$ cat src/hdl/pmc_pkg.sv
// Package for the partition map checker: entry, status, state and control types.
// No dependencies; pmc_cell, pmc_conv and the core refer to it by scoped names.
package pmc_pkg;

    localparam int BLK_W = 32;

    typedef logic [BLK_W-1:0] t_blk;

    typedef struct packed {
        t_blk first;
        t_blk last;
    } t_entry;

    typedef enum logic [2:0] {
        ST_OK         = 3'd0,
        ST_EMPTY      = 3'd1,
        ST_INVERTED   = 3'd2,
        ST_OVERLAP    = 3'd3,
        ST_MISALIGNED = 3'd4,
        ST_RANGE      = 3'd5,
        ST_TOO_MANY   = 3'd6
    } t_status;

    typedef enum logic [1:0] {
        S_IDLE,
        S_SCAN,
        S_DECIDE,
        S_EMIT
    } t_state;

    // configuration register indexes
    localparam logic [1:0] CFG_MAP_BLOCK_SIZE = 2'd0;
    localparam logic [1:0] CFG_ERASE_LOG2     = 2'd1;
    localparam logic [1:0] CFG_DEVICE_COUNT   = 2'd2;

    typedef struct packed {
        logic insert;
        logic rotate;
    } t_cell_ctl;

    typedef struct packed {
        logic [31:0] map_block_size;
        logic [4:0]  erase_log2;
    } t_conv_cfg;

    typedef struct packed {
        logic        valid;
        logic        is_last;
        logic        misalign;
        logic [63:0] first;
        logic [63:0] last;
    } t_conv_out;

endpackage

$ cat src/hdl/pmc_cell.sv
// One cell of the sorted entry chain: holds one entry, shifts up on insert,
// shifts down on rotate. Depends on pmc_pkg.
module pmc_cell (
    input  logic               i_clk,
    input  pmc_pkg::t_cell_ctl i_ctl,
    input  pmc_pkg::t_entry    i_new,
    input  pmc_pkg::t_entry    i_prev,
    input  pmc_pkg::t_entry    i_next,
    input  logic               i_prev_gt,
    input  logic               i_prev_occ,
    input  logic               i_occ,
    output pmc_pkg::t_entry    o_entry,
    output logic               o_gt
);

    pmc_pkg::t_entry r_entry;
    pmc_pkg::t_entry n_entry;

    // occupied and sorting after the new entry
    assign o_gt    = i_occ && (r_entry.first > i_new.first);
    assign o_entry = r_entry;

    always_comb begin
        n_entry = r_entry;
        if (i_ctl.insert) begin
            if (i_prev_gt) begin
                n_entry = i_prev;
            end else if (o_gt || (!i_occ && i_prev_occ)) begin
                n_entry = i_new;
            end
        end else if (i_ctl.rotate) begin
            n_entry = i_next;
        end
    end

    always_ff @(posedge i_clk) begin
        r_entry <= n_entry;
    end

endmodule

$ cat config.mk
export PLATFORM = sky130hd
export DESIGN_NAME = pmc_cell
export DESIGN_NICKNAME = d
export VERILOG_FILES = /design/src/hdl/pmc_pkg.sv /design/src/hdl/pmc_cell.sv
export SDC_FILE = /design/constraint.sdc
export NUM_CORES = 1
export LEC_CHECK = 0
export ABC_AREA = 1
export ABC_CLOCK_PERIOD_IN_PS = 8650
export BUFFER_PORTS_ARGS = -buffer_cell sky130_fd_sc_hd__buf_2
export CORE_ASPECT_RATIO = 0.7
export CORE_MARGIN = 10
export CORE_UTILIZATION = 48
export CTS_BUF_LIST = sky130_fd_sc_hd__clkbuf_8
export CTS_CLUSTER_DIAMETER = 100
export DETAILED_ROUTE_END_ITERATION = 8
export PLACE_DENSITY = 0.89
export SYNTH_ARGS = -nofsm -noshare
export SYNTH_HDL_FRONTEND = slang
export SYNTH_SLANG_ARGS = --single-unit
$ cat constraint.sdc
create_clock -name i_clk -period 8.65 [get_ports i_clk]
set_input_delay 0.4325 -clock i_clk [delete_from_list [all_inputs] [get_ports i_clk]]
set_output_delay 0.4325 -clock i_clk [all_outputs]
set_load 0.005 [all_outputs]
Yosys cells after proc, flatten, opt, wreduce, memory -nomap -nowiden
Index checks and enable logic that the tools add are counted.
{ "op_classes": {"order_cmp": 1, "eq_ne": 1, "muxes": 4, "n_reduce_logical": 6} }
{ "ops": {"columns": ["op", "count"], "rows": [
  ["64-bit 2-to-1 mux", 4],
  ["32-bit greater-than comparator", 1],
  ["3-bit by 1-bit != test with 1-bit output, second input constant", 1],
  ["1-bit logical AND", 2],
  ["2-bit AND reduction", 1],
  ["2-bit nonzero test", 1],
  ["1-bit zero test", 1],
  ["1-bit logical OR", 1]
]} }
{ "word_totals": {"register_bits": 64, "input_bits": 198, "output_inout_bits": 65, "word_cells": 14} }

Logic depth before layout (Yosys ltp)
Gate-level depths: netlist (run 1).
{ "depth": {"word_depth": 6, "mapped_depth": 15, "mapped_depth_nobuf": 15} }

Worst setup path before layout (run 1)
OpenSTA, ideal clock, no wires.
{ "synth_timing": {"path_kind": "input to register", "startpoint": "in i_new[55] in the netlist's numbering", "endpoint": "reg r_entry (netlist bit o_entry[0]) (enable)", "setup_time_ns": 0.444, "arrival_time_ns": 3.130, "required_time_ns": 8.206, "setup_slack_ns": 5.076, "path_stages": 10, "n_path_buf": 0, "path_cell_list": "inv_1 -> ha_1 -> nand2_2 -> nor2_4 -> nand4_2 -> nor2_2 -> nand2_1 -> nand2_1 -> nand2_2 -> a21oi_2"} }
{ "synth_between": {"elab_chain_len": 5} }
{ "synth_rtl": {"columns": ["item", "line", "rtl"], "rows": [
  ["from (decl)", "pmc_cell.sv:6", "input pmc_pkg::t_entry i_new,"],
  ["32-bit greater-than comparator", "pmc_cell.sv:20", "assign o_gt = i_occ && (r_entry.first > i_new.first);"],
  ["1-bit logical AND", "pmc_cell.sv:20", null],
  ["1-bit logical OR", "pmc_cell.sv:28", "end else if (o_gt || (!i_occ && i_prev_occ)) begin"],
  ["3-bit by 1-bit != test with 1-bit output (no source line)", null, null],
  ["2-bit AND reduction (no source line)", null, null],
  ["to (signal assigned)", "pmc_cell.sv:37", "r_entry <= n_entry;"],
  ["to (decl)", "pmc_cell.sv:16", "pmc_pkg::t_entry r_entry;"]
]} }
Every way passes these cells.
A chain may end at the register's enable or synchronous reset.

Worst setup path in the final report (run 1)
{ "layout_timing": {"startpoint": "reg r_entry (netlist bit o_entry[47])", "endpoint": "reg r_entry (netlist bit o_entry[30]) (enable)"} }
{ "layout_between": {"elab_chain_len": 5} }
{ "layout_rtl": {"columns": ["item", "line"], "rows": [
  ["32-bit greater-than comparator", "pmc_cell.sv:20"],
  ["1-bit logical AND", "pmc_cell.sv:20"],
  ["1-bit logical OR", "pmc_cell.sv:28"],
  ["3-bit by 1-bit != test with 1-bit output (no source line)", null],
  ["2-bit AND reduction (no source line)", null]
]} }
Every way passes these cells.

==> flow_summary.json, run 1 <==
{
  "outcome": "finished clean",
  "hold_class": "input port to flip-flop",
  "die_h_um": 97.4,
  "syn_area_per_cell_um2": 8.23,
  "yosys_register_bits": 64,
  "antenna_found_initial": 0,
  "seqPwrFrac_pct": 46.7,
  "worstHoldPathCells": 3,
  "peakVddDrop_v": 0.0000682,
  "fp.dieW_um": 131,
  "powerDensity_mw_per_mm2": 150,
  "tightest_slew_ns": 0.823,
  "synth_area_leaders": "edfxtp_1 (47%), nand2_1 (15%), a31oi_1 (9.8%)",
  "instances_no_fill": 857,
  "grt_max_degree": 73,
  "grt_overflow": 0,
  "cp.arrival_ns": 2.52,
  "most-common-layout-cells": "buf_2 (261), nand2_1 (163), nor2_1 (72), a31oi_1 (64), edfxtp_1 (64)",
  "slew_violations": 0,
  "cp-start-kind": "flip-flop",
  "drt-met1-wl_um": 5100,
  "highest_layer": "met4",
  "floorplan.initialDensity_pct": 48.8,
  "cts-root-buf": "clkbuf_8",
  "endpoint_kind": "flip-flop",
  "crit_chain": "ha_1 -> nand2_1 -> o21ai_0 -> a21oi_1 -> nand2_1 -> nand2_1 -> nand2_1 -> nand2_2 -> a21oi_4 -> buf_4",
  "post-place-cells": 842,
  "cellLeakagePower_nw": 2.88,
  "io-pin-count": 263,
  "postCtsSetupRepairBufs": 0,
  "syn_area_mm2": 0.00411,
  "drc_errors": 0,
  "clk_pin_slew_worst_paths_ns": 0.08,
  "finalCritPeriodShare_pct": 29.7,
  "place_congestion": 0.910,
  "setup_tns_ns": 0,
  "yosysUniqueCellTypes": 22,
  "crit_slowest_cell": "buf_4",
  "clock_latency_ns": 0.33,
  "drive_gt1_share_pct": 39.0,
  "cts_resized": 0,
  "yosysTopAreaCellShare_pct": 46.8,
  "final_common_cell": "buf_2",
  "synth-seq-area-share_pct": 46.8,
  "post_drt_wl_per_cell_um": 16.1,
  "fin_skew_ns": 0.0116,
  "dp_hpwl_um": 11100,
  "p_sw_share_pct": 28.3,
  "largest_reg_flops": 64,
  "gr-usage-all-layers_pct": 20.3,
  "vias": 4337,
  "max_stage_delay_ns": 0.62,
  "yosysTopAreaCell": "edfxtp_1",
  "p_int_mw": 0.608,
  "wl_met3_um": 1440,
  "dieArea_mm2": 0.0127,
  "coreArea_mm2": 0.00841,
  "rsz0062_at_grt": "false",
  "ant_nets": 0,
  "io_buffers": 262,
  "yosysWarnings": 0,
  "timing.final.hold_violations": 0,
  "syn_to_final_growth_pct": 37.3,
  "nets": 978,
  "placementRows": 28,
  "clockBufferDepth": 2,
  "met2_wirelength_um": 6880,
  "maxSlewHeadroom_pct": 45.2,
  "postCtsHoldBufs": 0,
  "crit_type": "flip-flop to flip-flop",
  "grt_pass1_wl_um": 20900,
  "finalSetupViolCount": 0,
  "min_period_ns": 2.57,
  "cts_sinks": 64,
  "firstDrtPassIters": 4,
  "routed_wl_um": 13800,
  "p_switching_mw": 0.240,
  "fin_total_pwr_mw": 0.848,
  "cts_buffers": 9,
  "viasPerCell": 5.06,
  "drtIter0Drc": 154,
  "worstPathMaxFanout": 64,
  "cts_tree": "built",
  "cts_max_level": 3,
  "antenna_cells": 0,
  "clockPowerShare_pct": 28.4,
  "rr_worst_depth": 10,
  "syn-num-nets": 729,
  "max_freq_ghz": 0.389,
  "required_ns": 8.60,
  "combPwrFrac_pct": 24.9,
  "grt_pass1_vias": 4407,
  "cp_common_cell": "nand2_1",
  "maxCapViolCount": 0,
  "syn_inst": 499
}
## worst paths after layout
kind	from	endpoint	slack, ns
max	o_entry[47]	o_entry[30]	6.08
max reg2reg	o_entry[47]	o_entry[30]	6.08
min reg2reg	o_entry[33]	o_entry[32]	1.53
min	i_next[37]	o_entry[37]	0.44
## cells in the mapped netlist
cell,count
a21o_1,1
a21oi_1,15
a21oi_2,1
a31oi_1,64
buf_2,25
clkbuf_1,3
clkinv_1,1
edfxtp_1,64
ha_1,32
inv_1,41
inv_2,1
nand2_1,163
nand2_2,4
nand3_1,2
nand4_1,1
nand4_2,1
nor2_1,72
nor2_2,3
nor2_4,2
o21a_1,1
o21ai_0,1
o21ai_1,1
## layer usage
metal / up-vias / global-route usage, %
li1: 2178 / -
met1: 1893 / 20.7
met2: 234 / 36.5
met3: 32 / 7.74
met4: 0 / 7.50
met5: - / 0
## through the flow
step | setup slack (ns) | hold slack [ns] | utilization, % | cell area (um^2)
6_report | 6.08 | 0.442 | 67.1 | 5640
5_1_grt | 5.92 | 0.427 | 67.1 | 5640
4_1_cts | 6.04 | 0.429 | 67.1 | 5640
3_5_place_dp | 5.76 | 0.781 | 64.9 | 5450
3_3_place_gp | 5.87 | 0.774 | 64.9 | 5450
2_1_floorplan | 5.08 | 0.681 | - | 4110
## power by group through the flow
stage          registers (mW)  clock network (mW)  logic (mW)
6_report                0.396               0.241       0.211
3_3_place_gp            0.401                   0       0.203
5_1_grt                 0.398               0.261       0.238
3_5_place_dp            0.402                   0       0.213
2_1_floorplan           0.406                   0       0.102
4_1_cts                 0.396               0.248       0.214
## final cells by class
class / instances / area, um^2
Sequential cell: 64 / 1920
Clock inverter: 6 / 61.3
Clock buffer: 9 / 124
Fill cell: 698 / 2770
Inverter: 43 / 161
Multi-Input combinational cell: 364 / 1890
Tap cell: 105 / 131
Timing Repair Buffer: 266 / 1340
## logic make-up (layout without fill, tap and decap cells)
family / Yosys count / after routing / synth area share [%]
flip-flops: 64 / 64 / 46.8
buffers and inverters: 71 / 324 / 7.25
adder cells (fa/ha/maj): 32 / 32 / 9.75
AND/OR/NAND/NOR: 248 / 248 / 23.8
AO/OA/AOI/OAI: 84 / 84 / 12.4
## worst max-delay path, delay by kind of cell (launching register included)
| family | cells | cell delay (ns) |
|---|---|---|
| AOI/OAI and AO/OA | 3 | 0.43 |
| adders and majority gates | 1 | 0.31 |
| DFF | 1 | 0.41 |
| and+or+nand+nor | 5 | 0.33 |
| buffers and inverters | 1 | 0.62 |
(Power assumes the default switching activity.)
==> inputs of run 2 (changes only) <==
Settings changed: ABC_CLOCK_PERIOD_IN_PS 8650 to 2200, CORE_UTILIZATION 48 to 40, PLACE_DENSITY 0.89 to 0.79.
Clock period 8.65 ns to 2.2 ns, I/O delays scaled along.
==> run 2 against run 1 <==
Final cell count is 4.4% higher. Register-to-register slack lost 6.0 ns. Die area grew 16%. Clock skew is essentially flat. Combinational power rose to 4.7 times the previous value. Final area increased by 8.1%. Highest routed layer is now met5. Count of clock-buffer cells in the layout stayed put. Largest power group unchanged. Fmax up 20%. Via count is 2.0% higher. Non-clock buffer count rose by 14.
==> flow_summary.json, run 2 (synthesis results as in run 1) <==
{
  "outcome": "finished clean",
  "viasPerCell": 4.94,
  "final_common_cell": "buf_2",
  "syn_to_final_growth_pct": 48.4,
  "routed_wl_um": 15400,
  "finalCritPeriodShare_pct": 97.2,
  "dp_hpwl_um": 12000,
  "gr-usage-all-layers_pct": 18.7,
  "post_drt_wl_per_cell_um": 17.2,
  "cp-start-kind": "flip-flop",
  "fin_ws_ns": 0.0609,
  "clock_latency_ns": 0.34,
  "crit_chain": "ha_4 -> nand2_1 -> o21ai_0 -> a21oi_1 -> nand2_1 -> nand2_1 -> nand2_1 -> nand2_2 -> a21oi_4 -> buf_6 -> clkbuf_16",
  "ant_nets": 0,
  "maxSlewHeadroom_pct": 55.2,
  "max_stage_delay_ns": 0.43,
  "tightest_slew_ns": 0.672,
  "maxCapViolCount": 0,
  "cp_common_cell": "nand2_1",
  "p_switching_mw": 1.06,
  "fin_skew_ns": 0.0118,
  "cts-root-buf": "clkbuf_8",
  "crit_slowest_cell": "edfxtp_1",
  "worstHoldPathCells": 3,
  "cts_buffers": 9,
  "cp.arrival_ns": 2.19,
  "required_ns": 2.25,
  "combPwrFrac_pct": 28.7,
  "fillers": 864,
  "vias": 4424,
  "antenna_found_initial": 1,
  "cts_tree": "built",
  "peakVddDrop_v": 0.000306,
  "die_h_um": 105,
  "whs_ns": 0.114,
  "slew_violations": 0,
  "cts_max_level": 3,
  "cp_top_family": "compound AO/OA/AOI/OAI gates",
  "min_from": "i_next[59]",
  "nets": 992,
  "cts_sinks": 64,
  "timing.final.hold_violations": 0,
  "hold_class": "input port to flip-flop",
  "antenna_cells": 0,
  "postCtsHoldBufs": 0,
  "rr_worst_depth": 11,
  "fp.dieW_um": 141,
  "grt_max_degree": 105,
  "cellLeakagePower_nw": 3.02,
  "rr_startpoint": "o_entry[47]",
  "seqPwrFrac_pct": 45.0,
  "grt_overflow": 0,
  "critPathBufInv": 2,
  "r2r_slack_ns": 0.06,
  "p_int_mw": 2.40,
  "dieArea_mm2": 0.0148,
  "most-common-layout-cells": "buf_2 (261), nand2_1 (159), nor2_1 (71), a31oi_1 (64), edfxtp_1 (64)",
  "clk_pin_slew_worst_paths_ns": 0.08,
  "crit_type": "flip-flop to flip-flop",
  "powerDensity_mw_per_mm2": 569,
  "coreArea_mm2": 0.00987,
  "placementRows": 30,
  "grt_pass1_vias": 4516,
  "firstDrtPassIters": 6,
  "p_sw_share_pct": 30.7,
  "max_freq_ghz": 0.467,
  "largest_reg_flops": 64,
  "hold_end": "o_entry[59]",
  "place_worst_setup_slack_ns": 0.0378,
  "r2r_end": "o_entry[24]",
  "drive_gt1_share_pct": 42.8,
  "drc_errors": 0,
  "drtIter0Drc": 173,
  "grt_pass1_wl_um": 22600,
  "min_period_ns": 2.14,
  "worstPathMaxFanout": 7,
  "finalSetupViolCount": 0,
  "place_congestion": 0.896,
  "floorplan.initialDensity_pct": 41.6,
  "clockBufferDepth": 2,
  "io_buffers": 262,
  "rsz0062_at_grt": "true",
  "endpoint_kind": "flip-flop",
  "clockPowerShare_pct": 26.3,
  "fin_total_pwr_mw": 3.47,
  "io-pin-count": 263
}
run 2: layout make-up:
cell class | count | area, um^2 | area share [%]
Tap cell | 128 | 160 | 2.63
Timing Repair Buffer | 280 | 1590 | 26.0
Clock inverter | 7 | 55.1 | 0.903
Sequential cell | 64 | 1920 | 31.5
Multi-Input combinational cell | 364 | 2080 | 34.2
Inverter | 43 | 161 | 2.65
Clock buffer | 9 | 124 | 2.03
run 2: worst max-delay path by stage:
stage	from	slack (ns)	endpoint	cells after the start
2_1_floorplan	o_entry[55]	-0.54	o_entry[0]	9
3_3_place_gp	o_entry[59]	0.10	o_entry[9]	10
3_5_place_dp	o_entry[57]	0.04	o_entry[7]	10
4_1_cts	o_entry[57]	0.009	o_entry[8]	10
5_1_grt	o_entry[52]	-0.06	o_entry[33]	11
6_report	o_entry[47]	0.06	o_entry[24]	11
run 2: power groups by stage:
stage	combinational [mW]	sequential [mW]	clock, mW
6_report	0.995	1.56	0.911
5_1_grt	1.11	1.58	1.00
2_1_floorplan	0.415	1.60	0
3_5_place_dp	0.876	1.58	0
4_1_cts	0.880	1.56	0.944
3_3_place_gp	0.849	1.57	0
run 2: layer usage:
| metal | wire, um | global-route usage, % |
|---|---|---|
| met5 | 13 | 0 |
| met2 | 7750 | 32.9 |
| met1 | 6020 | 20.2 |
| met4 | 226 | 5.96 |
| met3 | 1370 | 7.24 |
run 2: metrics by stage:
stage / util (%) / area (um^2) / std cells / TNS [ns]
6_report: 61.7 / 6090 / 895 / 0
5_1_grt: 61.7 / 6090 / 895 / -2.36
4_1_cts: 58.3 / 5750 / 882 / 0
3_5_place_dp: 56.4 / 5570 / 866 / 0
3_3_place_gp: 56.4 / 5570 / 866 / 0
2_1_floorplan: - / 4160 / 499 / -34.36
run 2: what timing repair did:
item,in CTS,in global routing
endpoints found under the setup margin,0,65
resized for setup,0,22
setup buffers,0,5
run 2: worst min-delay path, stage by stage:
cell and delay [ns]:
buf_2 0.08, nor2_1 0.03, a31oi_1 0.12
